===== src/hw/rtl/cfs_pkg.sv =====
`timescale 1ns / 1ps
// ----------------------------------------------------------------------------
// cfs_pkg
// Shared types and constants of the 3x3 stream convolution filter.
// ----------------------------------------------------------------------------
package cfs_pkg;

  localparam int PIX_W   = 8;
  localparam int COEF_W  = 8;
  localparam int PROD_W  = 17;   // 8-bit unsigned pixel, zero-extended to 9 bits, times 8-bit signed coefficient
  localparam int SUM_W   = 20;
  localparam int POS_W   = 10;   // width of the centre row / column fields
  localparam int DIM_W   = 13;   // holds any dimension up to 8191
  localparam int TAPS    = 9;
  localparam int MIN_DIM = 3;

  localparam int CFG_IDX_W  = 3;
  localparam int CFG_DATA_W = 24;

  localparam logic [CFG_IDX_W-1:0] REG_IMAGE_WIDTH  = 3'd0;
  localparam logic [CFG_IDX_W-1:0] REG_IMAGE_HEIGHT = 3'd1;
  localparam logic [CFG_IDX_W-1:0] REG_COEFF_TOP    = 3'd2;
  localparam logic [CFG_IDX_W-1:0] REG_COEFF_MID    = 3'd3;
  localparam logic [CFG_IDX_W-1:0] REG_COEFF_BOTTOM = 3'd4;

  localparam logic [10:0] RST_IMAGE_DIM = 11'd1024;
  localparam logic [CFG_DATA_W-1:0] RST_COEFF_EDGE = 24'h000100;
  localparam logic [CFG_DATA_W-1:0] RST_COEFF_MID  = 24'h01FC01;

  // Per-pixel bookkeeping that travels with a request down the pipe.
  typedef struct packed {
    logic             emit;
    logic             last;
    logic [POS_W-1:0] centre_row;
    logic [POS_W-1:0] centre_col;
  } meta_t;

  // One new window column: rows r-2, r-1 and r at the current column.
  typedef struct packed {
    logic [PIX_W-1:0] top;
    logic [PIX_W-1:0] mid;
    logic [PIX_W-1:0] px;
  } column_t;

  typedef logic [TAPS-1:0][COEF_W-1:0] coeff_set_t;

endpackage


===== src/hw/rtl/cfs_window_mac.sv =====
`timescale 1ns / 1ps
// ----------------------------------------------------------------------------
// cfs_window_mac
// 3x3 window shift register, nine parallel products, sum and clamp.
// ----------------------------------------------------------------------------
module cfs_window_mac import cfs_pkg::*; (
  input  logic                clk,
  input  logic                rst,
  input  logic                in_valid,
  output logic                in_ready,
  input  column_t             in_col,
  input  meta_t               in_meta,
  input  coeff_set_t          coeffs,
  output logic                o_valid,
  input  logic                o_ready,
  output logic [SUM_W-1:0]    o_sum,
  output logic [PIX_W-1:0]    o_byte,
  output meta_t               o_meta
);

  logic [PIX_W-1:0]         win [TAPS];
  logic                     s2_valid;
  meta_t                    s2_meta;
  logic signed [PROD_W-1:0] prod [TAPS];
  logic signed [PROD_W-1:0] prod_next [TAPS];
  logic                     s3_valid;
  meta_t                    s3_meta;
  logic signed [SUM_W-1:0]  part_a, part_b, part_c, sum_next;
  logic [PIX_W-1:0]         byte_next;
  logic                     o_free, s3_free, s2_free;

  assign o_free   = !o_valid || o_ready;
  assign s3_free  = !s3_valid || o_free;
  assign s2_free  = !s2_valid || s3_free;
  assign in_ready = s2_free;

  // Window: shift each row left by one and take in the new column.
  always_ff @(posedge clk) begin
    if (rst) begin
      s2_valid <= 1'b0;
      for (int i = 0; i < TAPS; i++) begin
        win[i] <= '0;
      end
    end else if (s2_free) begin
      s2_valid <= in_valid;
      if (in_valid) begin
        for (int k = 0; k < 3; k++) begin
          win[k*3]   <= win[k*3+1];
          win[k*3+1] <= win[k*3+2];
        end
        win[2] <= in_col.top;
        win[5] <= in_col.mid;
        win[8] <= in_col.px;
      end
    end
  end

  always_ff @(posedge clk) begin
    if (s2_free && in_valid) begin
      s2_meta <= in_meta;
    end
  end

  always_comb begin
    for (int i = 0; i < TAPS; i++) begin
      prod_next[i] = $signed(PROD_W'({1'b0, win[i]}))
                   * $signed(PROD_W'($signed(coeffs[i])));
    end
  end

  // Products: only windows with a full interior neighbourhood go on.
  always_ff @(posedge clk) begin
    if (rst) begin
      s3_valid <= 1'b0;
    end else if (s3_free) begin
      s3_valid <= s2_valid && s2_meta.emit;
    end
  end

  always_ff @(posedge clk) begin
    if (s3_free && s2_valid) begin
      prod    <= prod_next;
      s3_meta <= s2_meta;
    end
  end

  always_comb begin
    part_a   = SUM_W'(prod[0]) + SUM_W'(prod[1]) + SUM_W'(prod[2]);
    part_b   = SUM_W'(prod[3]) + SUM_W'(prod[4]) + SUM_W'(prod[5]);
    part_c   = SUM_W'(prod[6]) + SUM_W'(prod[7]) + SUM_W'(prod[8]);
    sum_next = part_a + part_b + part_c;
    if (sum_next < 0) begin
      byte_next = '0;
    end else if (sum_next > SUM_W'(255)) begin
      byte_next = '1;
    end else begin
      byte_next = sum_next[PIX_W-1:0];
    end
  end

  always_ff @(posedge clk) begin
    if (rst) begin
      o_valid <= 1'b0;
    end else if (o_free) begin
      o_valid <= s3_valid;
    end
  end

  always_ff @(posedge clk) begin
    if (o_free && s3_valid) begin
      o_sum  <= sum_next;
      o_byte <= byte_next;
      o_meta <= s3_meta;
    end
  end

`ifndef SYNTH
  a_out_interior: assert property (@(posedge clk) disable iff (rst)
    o_valid |-> o_meta.emit)
    else $error("border pixel reached the result register");
`endif

endmodule


===== config.mk =====
export PLATFORM = sky130hd
export DESIGN_NAME = cfs_window_mac
export DESIGN_NICKNAME = d
export VERILOG_FILES = /design/src/hw/rtl/cfs_pkg.sv /design/src/hw/rtl/cfs_window_mac.sv
export SDC_FILE = /design/constraint.sdc
export NUM_CORES = 2
export LEC_CHECK = 0
export ABC_AREA = 1
export BUFFER_PORTS_ARGS = -buffer_cell sky130_fd_sc_hd__buf_4
export CAP_MARGIN = 20
export CORE_MARGIN = 3
export CORE_UTILIZATION = 60
export CTS_CLUSTER_DIAMETER = 120
export DETAILED_ROUTE_END_ITERATION = 16
export GPL_ROUTABILITY_DRIVEN = 0
export PLACE_DENSITY = 0.84
export SYNTH_ARGS = -nofsm -noshare
export SYNTH_HDL_FRONTEND = slang
export SYNTH_SLANG_ARGS = --single-unit

===== constraint.sdc =====
create_clock -name clk -period 13 [get_ports clk]
set_input_delay 2.6 -clock clk [delete_from_list [all_inputs] [get_ports clk]]
set_output_delay 2.6 -clock clk [all_outputs]
set_load 0.05 [all_outputs]

### Yosys cells after proc, flatten, opt, wreduce, memory -nomap -nowiden

Memory sizes are Yosys's and may differ from the RTL's.
Cells that the tools add are included.

* $add $sub $neg: 8
* multipliers: 9
* $lt $le $gt $ge: 2
* mux-type cells: 16
* bitwise operators: 9
* reductions and logical operators: 10

Operators by type and width (count)
* multiplier 9 x 8 -> 17 bit: 9
* 2-to-1 mux 8 bit: 10
* adder 18 x 17 -> 19 bit: 3
* adder 17 x 17 -> 18 bit: 3
* adder 19 x 19 -> 20 bit: 1
* adder 20 x 19 -> 20 bit: 1
* > comparator 20 x 9 -> 1 bit (second input constant): 1
* less-than comparator 20 x 1 -> 1 bit (second input constant): 1
* bitwise OR 1 bit: 9
* 2-to-1 mux 1 bit: 6
* logical AND 1 bit: 4
* zero test 1 bit: 3
* logical OR 1 bit: 3

* register bits: 250
* bits in writable memories: 72
* bits of input ports: 122
* output and inout bits: 52
* word-level logic and storage cells: 81
* memories: 1

Memory list
* win: words 9, bits a word 8, rd ports 9, clocked after memory_dff 0, wr ports 9, line cfs_window_mac.sv:21 `logic [PIX_W-1:0] win [TAPS];`

### Depth between registers and ports, before layout

* depth after elaboration: 8
* depth in mapped cells: 24
* depth with buffers taken out: 24

### Worst setup path after synthesis

No wires, ideal clock.

* path type: input-to-reg
* from: in o_ready
* to: reg prod[0] (netlist name), enable pin
* arrival time: 6.216 ns
* data required time: 12.473 ns
* setup slack: 6.257 ns
* stages on the path: 6
* cells stage by stage: inv_1 -> nand2_1 -> nor2_1 -> inv_1 -> nand2_1 -> inv_1

* longest elaborated chain between the ends: 3

Ends and longest elaborated chain
* start: declaration: line cfs_window_mac.sv:15 `input logic o_ready,`
* logical OR 1 bit: line cfs_window_mac.sv:32 `assign o_free = !o_valid || o_ready;`
* logical OR 1 bit: line cfs_window_mac.sv:33 `assign s3_free = !s3_valid || o_free;`
* logical AND 1 bit: line cfs_window_mac.sv:81 `if (s3_free && s2_valid) begin`
* end signal: assignment: line cfs_window_mac.sv:82 `prod <= prod_next;`
* end: declaration: line cfs_window_mac.sv:24 `logic signed [PROD_W-1:0] prod [TAPS];`

Every way passes these cells.
A chain may end at the register's enable or synchronous reset.

==> results.env <==
INITIAL_DRT_PASS_ITERATIONS=6
YOSYS.AREA_SHARE.SIMPLE_PCT=12.31
SETUP_REPAIR_AFTER_GLOBAL_ROUTING_MISSED_ITS_MARGIN='false'
DRIVE_GT1_SHARE_PCT=7.090
WORSTSETUPPATHDEPTH=17
FINAL_ANTENNA_NET_COUNT=0
NUM-FILL-CELLS=4248
DETAILEDPLACE.WORSTSLACK_NS=6.236
OUTCOME='finished, final reports clean'
CRIT_PATH_MAX_INCR_DELAY_NS=0.52
WORSTREG2REGEND='o_byte[0]'
FIN_WORST_HOLD_SLACK_NS=0.4189
GLOBAL_ROUTE_WIRE_LENGTH_BEFORE_REPAIR_UM=129100
FINAL_MAX_SLEW_VIOL_COUNT=0
REMAINING_DRC_ERRORS=0
CLOCK_SKEW_NS=0.02553
SYNTHESIS_TO_LAYOUT_AREA_GROWTH_PCT=8.968
SYNTHESIS.AREA_MM2=0.03498
VIAS_IN_THE_FIRST_GLOBAL_ROUTE=25930
SEQCELLAREA_MM2=0.009639
DESIGN.CORE.AREA_MM2=0.05704
FLOORPLAN.IO_PINS=174
ANTENNA-DIODE-COUNT=0
SYNTH_ADDER_AREA_SHARE_PCT=40.54
FINAL_CELL_MIX='sky130_fd_sc_hd__inv_1 (1156), sky130_fd_sc_hd__nand2_1 (774), sky130_fd_sc_hd__fa_1 (454)'
MAX_CAP_VIOLATIONS=0
CTS_MAX_PATH_BUFFERS=3
SYNTHMUXAREASHARE_PCT=0
NUMBER_OF_BUFFERS_CREATED_BY_CTS=38
FLOORPLAN.DIE.HEIGHT_UM=247.5
VIA_COUNT=24580
FLOORPLAN.DIE_AREA_MM2=0.06123
CLOCK_SINK_COUNT=322
WL_PER_CELL_UM=16.66
CRIT_PATH_TOP_DELAY_CELL='sky130_fd_sc_hd__fa_1'
TNS_NS=0
HOLD_VIOL=0
ACHIEVABLE-FREQUENCY_GHz=0.1585
PLACEMENT_ROWS=87
SHARE_OF_THE_SYNTHESIZED_NETLIST_AREA_TAKEN_BY_XOR_AND_XNOR_GATES_PCT=2.883
WORST_PATH_DOMINANT_CELL_FAMILY='adder cells'
CRITICAL_PATH_CLASS='in2reg'
CRITICAL_PATH_ARRIVAL_NS=6.67
GRT_ANTENNA_BEFORE_REPAIR=0
HOLDCRITPATHCLASS='reg2reg'
FLIP_FLOP_AND_LATCH_COUNT_AFTER_SYNTHESIS=322
SLEW_HEADROOM_PCT=32.82
SYNTH_TOP_FAMILY_BY_AREA='adder cells'
POSTLAYOUTSETUPSLACKWORST_NS=6.692
GRT_START_MAX_NET_PINS=93
RRSETUPSLACK_NS=7.95
SYNTH_WARNINGS=0
CRIT-REG2REG-LAUNCH='prod[138]'
REG2REG_DEPTH=18
FINALCRITICALPERIOD_NS=6.308
POST_SYNTH.CELL_AREA_AVG_UM2=9.097
OVERALL_OVERFLOW_REMAINING_AFTER_GLOBAL_ROUTE=0
PATH_CELLS='buf_4, nand2_1, inv_1, fa_1, inv_1, fa_1, fa_1, fa_1, inv_1, ha_1, a21o_1, a31oi_1, inv_1, a21oi_1, nor2_1, nor2_1, xor2_1'
LAYOUT.CELLS.MOST_COMMON='sky130_fd_sc_hd__inv_1'
CTS_POST_SETUP_BUFFERS_INSERTED=0
FLOORPLAN.DIE.WIDTH_UM=247.5
HTREEDEPTH=2
SYNTH_COMPOUND_GATE_AREA_SHARE_PCT=2.747
CRIT_BUF_INV=5
TRACK_USAGE_PCT=26.81
COMBINED_AREA_OF_THE_MULTI_INPUT_LOGIC_CELLS_MM2=0.02048
SETUP.WORST_PATH.END_CLASS='register'
HOLD_PATH_STARTPOINT='s2_meta[17]'
TRITONCTS='done'
SYNTH.DISTINCT_CELLS=36
INITIAL_DRT_MARKERS=1767
CRIT_PATH_MAX_FANOUT=8
NNETSFINAL=4905
ROUTED_WIRELENGTH_UM=78410
FLOORPLAN.INITIALDENSITY_PCT=61.32
CTS.HOLD.BUFFERS_ADDED=0
POST_CTS.RESIZED_INSTANCES=0
SLEW_AT_THE_PIN_CLOSEST_TO_ITS_MAX_SLEW_LIMIT_NS=1.008
FINALSETUPVIOLATIONS=0
CLKLATENCYLATEPIN_NS=0.57
WORST_SETUP_PATH_ENDPOINT='prod[30]'
ROUTED_VIA_DENSITY=5.225
TIMING.CRITICAL_PATH.REQUIRED_NS=13.36
SYNTHESIS.INSTANCES=3845
PART_OF_THE_YOSYS_AREA_USED_FOR_SEQUENTIAL_ELEMENTS_PCT=27.56
PORTBUFFERS=173
POST-DP-HPWL_UM=62440
WORSTSETUPSTARTPOINTTYPE='primary input'
FINAL_MIN_PERIOD_OVER_CLOCK_PERIOD_PCT=48.53
CLK_TRANSITION_REPORTED_PATHS_NS=0.06
CLK_ROOT_BUF='sky130_fd_sc_hd__clkbuf_16'
SYNTH_NETS=4828
TIMING.CRITICAL_PATH.FROM='coeffs[58]'
metal layers:
| layer | up-vias | share of wire, % | track usage [%] |
|---|---|---|---|
| li1 | 11520 | - | - |
| met3 | 200 | 7.0 | 4.192 |
| met5 | - | 0 | 0 |
| met2 | 936 | 49 | 46.12 |
| met4 | 0 | 4.1 | 10.42 |
| met1 | 11930 | 39 | 34.32 |
flip-flops by register name, indices dropped and copies added (netlist names):
name and flops:
prod 153, win 72, o_meta 22, s2_meta 22, s3_meta 22, o_sum 20
o_byte 8, o_valid 1, s2_valid 1, s3_valid 1
final cells by class:
class	instances	area share (%)
multi-input cells	2222	53.72
clock inverters	24	0.7944
clock buffers	43	2.652
flip-flops and latches	322	25.29
repair buffers	179	3.631
inverters	1159	11.43
well taps	756	2.482
worst min path at each step:
stage	cells after the start	slack (ns)	to
after floorplan	0	0.40	o_meta[0]
after global placement	0	0.40	s3_meta[13]
after detailed placement	0	0.41	s3_meta[19]
after CTS	0	0.42	o_meta[3]
after global routing	0	0.43	o_meta[3]
final	0	0.42	s3_meta[17]
cells by family (layout without fill, tap and decap cells):
family	Yosys count	after routing
buffers and inverters	1301	1405
AO/OA/AOI/OAI	175	175
AND/OR/NAND/NOR	1073	1073
flip-flops	322	322
XOR/XNOR	113	113
adder cells (fa/ha/maj)	861	861
synthesized netlist by cell type:
cell	number	share of area (%)
sky130_fd_sc_hd__a21boi_0	1	0.021
sky130_fd_sc_hd__a21o_1	5	0.11
sky130_fd_sc_hd__a21oi_1	92	1.3
sky130_fd_sc_hd__a21oi_2	1	0.025
sky130_fd_sc_hd__a21oi_4	1	0.047
sky130_fd_sc_hd__a31oi_1	9	0.16
sky130_fd_sc_hd__and2_1	3	0.054
sky130_fd_sc_hd__and2_4	1	0.025
sky130_fd_sc_hd__clkbuf_1	142	1.5
sky130_fd_sc_hd__clkinv_1	1	0.011
sky130_fd_sc_hd__dfxtp_1	3	0.17
sky130_fd_sc_hd__edfxtp_1	319	27
sky130_fd_sc_hd__fa_1	454	26
sky130_fd_sc_hd__ha_1	407	15
sky130_fd_sc_hd__inv_1	1157	12
sky130_fd_sc_hd__inv_2	1	0.011
sky130_fd_sc_hd__nand2_1	776	8.3
sky130_fd_sc_hd__nand2_2	5	0.089
sky130_fd_sc_hd__nand2_4	2	0.064
sky130_fd_sc_hd__nand3_1	66	0.94
sky130_fd_sc_hd__nand3_2	2	0.057
sky130_fd_sc_hd__nand3b_1	2	0.043
sky130_fd_sc_hd__nand4_1	17	0.30
sky130_fd_sc_hd__nor2_1	162	1.7
sky130_fd_sc_hd__nor2_2	5	0.089
sky130_fd_sc_hd__nor2_4	1	0.032
sky130_fd_sc_hd__nor2_8	1	0.057
sky130_fd_sc_hd__nor3_1	15	0.21
sky130_fd_sc_hd__o2111ai_1	5	0.13
sky130_fd_sc_hd__o21ai_0	51	0.73
sky130_fd_sc_hd__o21bai_1	7	0.15
sky130_fd_sc_hd__o31ai_1	3	0.064
sky130_fd_sc_hd__or2_2	15	0.27
sky130_fd_sc_hd__xnor2_1	34	0.85
sky130_fd_sc_hd__xor2_1	78	2.0
sky130_fd_sc_hd__xor2_4	1	0.079
metrics by stage:
stage / instances / util (%) / instance area (um2)
after global placement: 4636 / 64.42 / 36750
final: 4705 / 66.82 / 38120
after detailed placement: 4636 / 64.42 / 36750
after floorplan: 3845 / - / 34980
after CTS: 4703 / 66.73 / 38060
after global routing: 4705 / 66.82 / 38120
Power is left out: the tool's default activity adds up to more than one toggle a clock period on the data nets, which glitch-free logic cannot reach.
